## src/rtl/rvx_pkg.sv

```systemverilog
// Package with shared constants, opcodes and types of the RV32 execute block.
package rvx_pkg;

  localparam int XLEN       = 32;
  localparam int REG_AW     = 5;
  localparam int REG_DEPTH  = 1 << REG_AW;
  localparam int DMEM_WORDS = 4096;
  localparam int DMEM_AW    = $clog2(DMEM_WORDS);
  localparam int DIV_CW     = $clog2(XLEN);

  localparam logic [XLEN-1:0]   EBREAK_WORD = 32'h0010_0073;
  localparam logic [XLEN-1:0]   JALR_MASK   = 32'hFFFF_FFFE;
  localparam logic [REG_AW-1:0] REG_A0      = 5'd10;

  localparam logic [6:0] OP_LUI    = 7'h37;
  localparam logic [6:0] OP_AUIPC  = 7'h17;
  localparam logic [6:0] OP_JAL    = 7'h6F;
  localparam logic [6:0] OP_JALR   = 7'h67;
  localparam logic [6:0] OP_BRANCH = 7'h63;
  localparam logic [6:0] OP_LOAD   = 7'h03;
  localparam logic [6:0] OP_STORE  = 7'h23;
  localparam logic [6:0] OP_IMM    = 7'h13;
  localparam logic [6:0] OP_REG    = 7'h33;

  localparam logic [6:0] F7_BASE = 7'h00;
  localparam logic [6:0] F7_ALT  = 7'h20;
  localparam logic [6:0] F7_MULDIV = 7'h01;

  localparam logic [1:0] ST_NORMAL  = 2'd0;
  localparam logic [1:0] ST_EBREAK  = 2'd1;
  localparam logic [1:0] ST_INVALID = 2'd2;

  localparam logic [1:0] SZ_NONE = 2'd0;

  typedef enum logic [3:0] {
    S_CLEAR,
    S_IDLE,
    S_RS1,
    S_RS2,
    S_EXEC,
    S_MUL,
    S_DIV,
    S_MEM0,
    S_MEM1,
    S_MEM2,
    S_WR1,
    S_DONE
  } state_t;

endpackage

```

## src/rtl/rvx_div.sv

```systemverilog
// Iterative restoring divider for unsigned operands, one quotient bit per cycle.
module rvx_div
  import rvx_pkg::*;
(
  input  logic            clk,
  input  logic            rst,
  input  logic            start,
  input  logic [XLEN-1:0] dividend,
  input  logic [XLEN-1:0] divisor,
  output logic            done,
  output logic [XLEN-1:0] quotient,
  output logic [XLEN-1:0] remainder
);

  logic              busy;
  logic [DIV_CW-1:0] cnt;
  logic [XLEN-1:0]   dvs;
  logic [XLEN:0]     shifted;
  logic [XLEN+1:0]   diff;

  assign shifted = {remainder, quotient[XLEN-1]};
  assign diff    = {1'b0, shifted} - {2'b00, dvs};

  always_ff @(posedge clk) begin
    if (rst) begin
      busy <= 1'b0;
      done <= 1'b0;
      cnt  <= '0;
    end else begin
      done <= busy && !start && (cnt == DIV_CW'(XLEN - 1));
      if (start) begin
        busy <= 1'b1;
        cnt  <= '0;
      end else if (busy) begin
        cnt <= cnt + 1'b1;
        if (cnt == DIV_CW'(XLEN - 1)) begin
          busy <= 1'b0;
        end
      end
    end
  end

  always_ff @(posedge clk) begin
    if (start) begin
      quotient  <= dividend;
      remainder <= '0;
      dvs       <= divisor;
    end else if (busy) begin
      if (!diff[XLEN+1]) begin
        remainder <= diff[XLEN-1:0];
        quotient  <= {quotient[XLEN-2:0], 1'b1};
      end else begin
        remainder <= shifted[XLEN-1:0];
        quotient  <= {quotient[XLEN-2:0], 1'b0};
      end
    end
  end

endmodule

```

## config.mk

```make
export PLATFORM = sky130hd
export DESIGN_NAME = rvx_div
export DESIGN_NICKNAME = d
export VERILOG_FILES = /design/src/rtl/rvx_pkg.sv /design/src/rtl/rvx_div.sv
export SDC_FILE = /design/constraint.sdc
export NUM_CORES = 1
export LEC_CHECK = 0
export ABC_CLOCK_PERIOD_IN_PS = 3200
export BUFFER_PORTS_ARGS = -buffer_cell sky130_fd_sc_hd__buf_2
export CORE_ASPECT_RATIO = 1.25
export CORE_MARGIN = 2
export CORE_UTILIZATION = 39
export DETAILED_ROUTE_END_ITERATION = 8
export GPL_TIMING_DRIVEN = 0
export PLACE_DENSITY = 0.62
export REMOVE_ABC_BUFFERS = 1
export SLEW_MARGIN = 20
export SYNTH_ARGS = -nofsm -noshare
export SYNTH_HDL_FRONTEND = slang
export SYNTH_SLANG_ARGS = --single-unit
```

## constraint.sdc

```tcl
create_clock -name clk -period 3.2 [get_ports clk]
set_input_delay 0.32 -clock clk [delete_from_list [all_inputs] [get_ports clk]]
set_output_delay 0.32 -clock clk [all_outputs]
set_load 0.02 [all_outputs]
```

==> flow_metrics.tcl, run 1 <==
set metrics [dict create \
    status "finished clean" \
    synth_xor_area_frac 0.04813 \
    fmax_mhz 324.3 \
    cts-root-buf "clkbuf_16" \
    grtUsageTotal 0.1657 \
    synthCells 558 \
    crit_family "compound AO/OA/AOI/OAI gates" \
    mappedNetlistArea_mm2 0.005823 \
    antenna_left 0 \
    yosys_warnings 0 \
    maxSlewViolCount 0 \
    initial_core_util 0.4025 \
    ios 132 \
    final_cells 864 \
    synth.avg_cell_area_um2 10.44 \
    num-nets-final 783 \
    grt_pass1_wl_um 21290 \
    synth_cell_types 59 \
    portBuffers 131 \
    dpl.cell_count 844 \
    drt-pass1-iter-count 4 \
    synthFlopType "edfxtp_1" \
    worst_path_most_repeated_cell "buf_16" \
    path_cells "inv_1, ha_1, nor2b_1, o2111a_2, o21ai_2, a31oi_4, o31a_2, o2111ai_4, a21oi_4, buf_16, buf_16, mux2_2" \
    wire_per_inst_um 15.02 \
    yosys.area.top_type "edfxtp_1" \
    min_period_over_period 0.9636 \
    cp_slowest_cell "edfxtp_1" \
    gp_congestion 0.8827 \
    antenna_cells 0 \
    grt_pass1_vias 4518 \
    path_clk_slew_ns 0.08 \
    muxShareOfSynthArea 0.1066 \
    die_area_mm2 0.01593 \
    synthAdderAreaFrac 0.07649 \
    synthSimpleGateAreaFrac 0.1113 \
    clock_latency_ns 0.36 \
    async_reset_ff_frac 0 \
    syn_to_final_growth_pct 20.84 \
    cp_slowest_stage_delay_ns 0.37 \
    maxSlewHeadroom 0.4984 \
    synth_area_leaders "edfxtp_1 (33%), dfxtp_1 (13%), ha_1 (7.3%), mux2_2 (6.2%), mux2i_1 (4.5%)" \
    crit_arrival_ns 3.20 \
    grt_max_degree 78 \
    seqCellArea_mm2 0.002708 \
    vias_per_cell 5.263 \
    fp-row-count 49 \
    synth_top_area_share 0.3300 \
    drt_iter0_markers 181 \
    cts_inserted_buffers 9 \
    drv_cap 0 \
    endpoint_kind "flip-flop" \
    synth_edf_count 64 \
    fillCellCount 1369 \
    synth_compound_area_frac 0.1472 \
    rsz0062_at_grt "false" \
    h-tree-depth 3 \
    tightest_slew_ns 0.7524 \
    die_y_um 140.6 \
    critical_path_required_ns 3.31 \
    die_w_um 113.3 \
    ys_seq_elements 103 \
    hold_violations 0 \
    cts_tree "done" \
    core-area_mm2 0.01447 \
    leakage_nw 3.005 \
    finClkSkew_ns 0.005828 \
    power.density_mw_per_mm2 525.2 \
    cp_max_fo 14 \
    clock_sinks 103 \
    placed_area_mm2 0.006668 \
    finalSetupViolCount 0 \
    hpwl_um 9534 \
    postLayoutCellArea_mm2 0.007037 \
    synth_top_family_by_area "compound AO/OA/AOI/OAI gates" \
    num_vias 4547 \
    hp-class "in -> reg" \
    report.power.total_mw 3.695 \
    worst-path-buf-inv 3 \
    postLayoutCoreUtil 0.4863 \
    start_kind "flip-flop" \
    grt-ovfl-total 0 \
    layout-drive-gt1-share 0.3003 \
    synth-seq-area-share 0.4641 \
    multi_input_area_mm2 0.002885 \
    clockBufferDepth 2 \
    routed_wl_um 12980 \
    antenna_found_initial 0 \
    vdd_drop_max_mv 0.3015 \
    tns_ns 0 \
    min_period_ns 3.083 \
    drc 0 \
    critical_path_class "reg -> reg" \
]
-- sequential cells by signal (all words and copies together) (netlist names) --
name and count:
quotient 32, dvs 32, remainder 32, cnt 5, done 1, busy 1
-- worst paths after layout --
check	from	end	slack (ns)	depth (start not counted)
max	dvs[1]	quotient[0]	0.12	12
min	rst	busy	0.12	2
max reg2reg	dvs[1]	quotient[0]	0.12	12
min reg2reg	remainder[13]	remainder[13]	0.51	2
-- per-stage QoR --
| stage | hold WS (ns) | setup slack (ns) |
|---|---|---|
| finish | 0.1191 | 0.1165 |
| global route | 0.1047 | 0.01213 |
| CTS | 0.09852 | 0.04170 |
| detailed placement | 0.4838 | -0.07025 |
| global placement | 0.4828 | -0.4903 |
| floorplan | 0.3891 | 0.1248 |
-- report_power, final --
group | internal (mW) | switching (mW) | total (mW)
clock | 0.593 | 0.540 | 1.13
combinational | 0.404 | 0.534 | 0.938
sequential | 1.54 | 0.0869 | 1.62
total | 2.53 | 1.16 | 3.70
-- synth_stat cells (2+ instances only) --
cell,number
nor2b_1,3
nand2_1,34
o21ai_0,15
buf_2,5
nor2_1,57
inv_1,38
a21oi_1,38
ha_1,34
xnor2_1,18
buf_6,3
nor3_1,3
xor2_1,14
o31a_1,2
nand4_1,6
mux2_2,32
a211oi_1,25
o221ai_1,2
clkbuf_1,14
or3b_2,3
nand3_1,6
dfxtp_1,39
and3_1,5
edfxtp_1,64
o31ai_1,2
o21a_1,5
buf_1,4
a31oi_1,3
a21o_1,7
nand2b_1,4
o21ai_1,7
o21ai_2,2
or2_2,3
nor3b_1,3
mux2i_1,26
or3_1,2
o21bai_1,4
nor4_1,4
-- cell type report --
cell class              count  area share
inverters                  38     0.02027
repair buffers            138      0.1101
well taps                 178     0.03165
clock inverters             6    0.007646
clock buffers              10     0.03556
flip-flops and latches    103      0.3848
multi-input cells         391      0.4100
-- cells by family after synthesis --
family / after synthesis
AOI/OAI and AO/OA: 128
DFF: 103
xor gates and xnor gates: 32
muxes: 58
buffers and inverters: 64
adders and majority gates: 35
and+or+nand+nor: 138
-- layer usage --
metal | global-route usage | wire, um | up-vias
met4 | 0.06162 | 220 | 0
met3 | 0.06406 | 1074 | 13
met1 | 0.1944 | 5456 | 2109
met2 | 0.2748 | 6226 | 143
li1 | - | - | 2282
met5 | 0 | 0 | -
-- what timing repair did --
item                                    in CTS  in global routing
buffers inserted                             1                  3
hold buffers                                 0                  0
endpoints found under the setup margin       6                 18
gates resized for setup                      2                  5
hold endpoints to repair                     0                  0
pin swaps                                    1                  4
-- layout by cell type, fill, tap and decap left out, types with 2 or more instances in the layout --
cell	netlist	routed
o21bai_1	4	4
buf_2	5	130
a21oi_2	0	2
or3_1	2	2
o21ai_1	7	7
nand2b_1	4	4
nor2_1	57	57
mux2_2	32	32
or2_2	3	3
ha_1	34	34
o31a_1	2	2
a211oi_1	25	24
nor2b_1	3	3
o221ai_1	2	2
o21ai_0	15	15
nand2_1	34	34
o31ai_1	2	2
nand3_1	6	6
and3_1	5	5
mux2i_1	26	26
inv_6	0	4
xor2_1	14	14
edfxtp_1	64	64
xnor2_1	18	18
a21o_1	7	7
nor3_1	3	3
o21ai_2	2	2
nor4_1	4	4
buf_4	0	4
o21a_1	5	5
or3b_2	3	3
a21oi_1	38	36
buf_16	0	3
a31oi_1	3	3
nor3b_1	3	3
dfxtp_1	39	37
nand4_1	6	6
inv_1	38	38
clkbuf_16	0	10
No activity file was read; power rests on OpenSTA's default activity.
==> run 2, diff against run 1 <==
--- a/config.mk
+++ b/config.mk
@@ -12,8 +12,9 @@
 export CORE_UTILIZATION = 39
 export DETAILED_ROUTE_END_ITERATION = 8
 export GPL_TIMING_DRIVEN = 0
-export PLACE_DENSITY = 0.62
+export PLACE_DENSITY_LB_ADDON = 0.15
 export REMOVE_ABC_BUFFERS = 1
+export SETUP_SLACK_MARGIN = 0.15
 export SLEW_MARGIN = 20
 export SYNTH_ARGS = -nofsm -noshare
 export SYNTH_HDL_FRONTEND = slang
==> flow_metrics.tcl, run 2 (synthesis results as in run 1) <==
set metrics [dict create \
    grtUsageTotal 0.1697 \
    start_kind "flip-flop" \
    num_vias 4594 \
    min_period_ns 2.954 \
    timing.final.ws_setup_ns 0.2457 \
    hpwl_um 9579 \
    vdd_drop_max_mv 0.2763 \
    place_ws_ns -0.1458 \
    rsz0062_at_grt "true" \
    tightest_slew_ns 0.7328 \
    power.density_mw_per_mm2 517.5 \
    hp-class "in -> reg" \
    fp-row-count 49 \
    wl_met1_um 5762 \
    die_w_um 113.3 \
    drt_iter0_markers 178 \
    most-common-layout-cells "buf_2 (130), edfxtp_1 (64), nor2_1 (57), inv_1 (37), dfxtp_1 (37)" \
    endpoint_kind "flip-flop" \
    crit_arrival_ns 3.25 \
    clock_sinks 103 \
    clockBufferDepth 2 \
    cts-root-buf "clkbuf_16" \
    wire_per_inst_um 15.24 \
    drt-pass1-iter-count 4 \
    wl_met2_um 6340 \
    top_regs "dvs (32), quotient (32), remainder (32)" \
    portBuffers 131 \
    hold_ws_ns 0.1184 \
    grt-ovfl-total 0 \
    path_cells "inv_2, ha_4, nor2b_4, o2111a_2, o21ai_4, a31oi_4, o31a_4, o2111ai_4, a21oi_4, clkbuf_16, buf_16, buf_8, mux2i_4, a211oi_2" \
    num-nets-final 794 \
    syn_to_final_growth_pct 24.28 \
    finalSetupViolCount 0 \
    initial_core_util 0.4025 \
    top_layer "met5" \
    min_period_over_period 0.9232 \
    report.power.total_mw 3.745 \
    ios 132 \
    cp_max_fo 8 \
    drc 0 \
    grt_pass1_wl_um 21940 \
    grt_max_degree 71 \
    fmax_mhz 338.5 \
    postLayoutCellArea_mm2 0.007237 \
    maxSlewHeadroom 0.5115 \
    h-tree-depth 3 \
    met3RoutedLength_um 861 \
    cts_tree "done" \
    critical_path_class "reg -> reg" \
    die_y_um 140.6 \
    vias_per_cell 5.244 \
    status "finished clean" \
    critical_path_required_ns 3.49 \
    cts_inserted_buffers 9 \
    cp_slowest_cell "edfxtp_1" \
    leakage_nw 3.072 \
    finClkSkew_ns 0.009670 \
    gp_congestion 0.8664 \
    dpl.cell_count 845 \
    hold_violations 0 \
    clock_latency_ns 0.36 \
    core-area_mm2 0.01447 \
    cp_slowest_stage_delay_ns 0.38 \
    routed_wl_um 13350 \
    drv_cap 0 \
    layout-drive-gt1-share 0.3372 \
    hold_buffers 0 \
    die_area_mm2 0.01593 \
    final_cells 876 \
    maxSlewViolCount 0 \
    path_clk_slew_ns 0.08 \
    layout_commonest_cell "buf_2" \
    grt_pass1_vias 4616 \
    antenna_left 0 \
    placed_area_mm2 0.006688 \
    antenna_found_initial 2 \
]
run 2: final timing paths:
kind                 startpoint             to  slack, ns  cells past startpoint
hold reg to reg   remainder[13]  remainder[13]       0.51                      2
hold / removal              rst           busy       0.12                      2
setup reg to reg         dvs[1]  remainder[19]       0.25                     14
setup / recovery         dvs[1]  remainder[19]       0.25                     14
run 2: critical path, delay by kind of cell (launching register included):
kind	cells	cell delay [ns]
AO/OA/AOI/OAI	7	1.46
buffers and inverters	4	0.54
flip-flops	1	0.38
adder cells (fa/ha/maj)	1	0.19
multiplexers	1	0.19
AND/OR/NAND/NOR	1	0.12
run 2: stage by stage:
step | setup TNS [ns] | utilization
detailed placement | -0.3752 | 0.4622
global route | 0 | 0.5000
global placement | -18.29 | 0.4544
CTS | 0 | 0.4914
floorplan | 0 | -
finish | 0 | 0.5002
run 2: final cells by class:
class	count	area [um^2]
Clock inverter	7	68.82
Multi-Input combinational cell	391	2989
Sequential cell	103	2708
Inverter	38	142.6
Clock buffer	9	225.2
Fill cell	1350	7232
Timing Repair Buffer	149	878.3
Antenna cell	1	2.502
Tap cell	178	222.7
run 2: metal layers:
| layer | vias up | track usage |
|---|---|---|
| li1 | 2302 | - |
| met1 | 2140 | 0.2074 |
| met2 | 124 | 0.2742 |
| met3 | 26 | 0.04858 |
| met4 | 2 | 0.08408 |
| met5 | - | 0 |
run 2: what timing repair did:
| item | 4_1_cts | 5_1_grt |
|---|---|---|
| pin swaps | 11 | 11 |
| buffers inserted | 12 | 2 |
| cloned | 0 | 0 |
| setup endpoints to repair | 15 | 28 |
| gates resized for setup | 9 | 25 |
run 2: report_power, final:
| group | switching (mW) | leakage, nW | internal [mW] |
|---|---|---|---|
| Sequential | 0.0778 | 0.957 | 1.54 |
| Combinational | 0.568 | 1.97 | 0.441 |
| Clock | 0.567 | 0.146 | 0.554 |
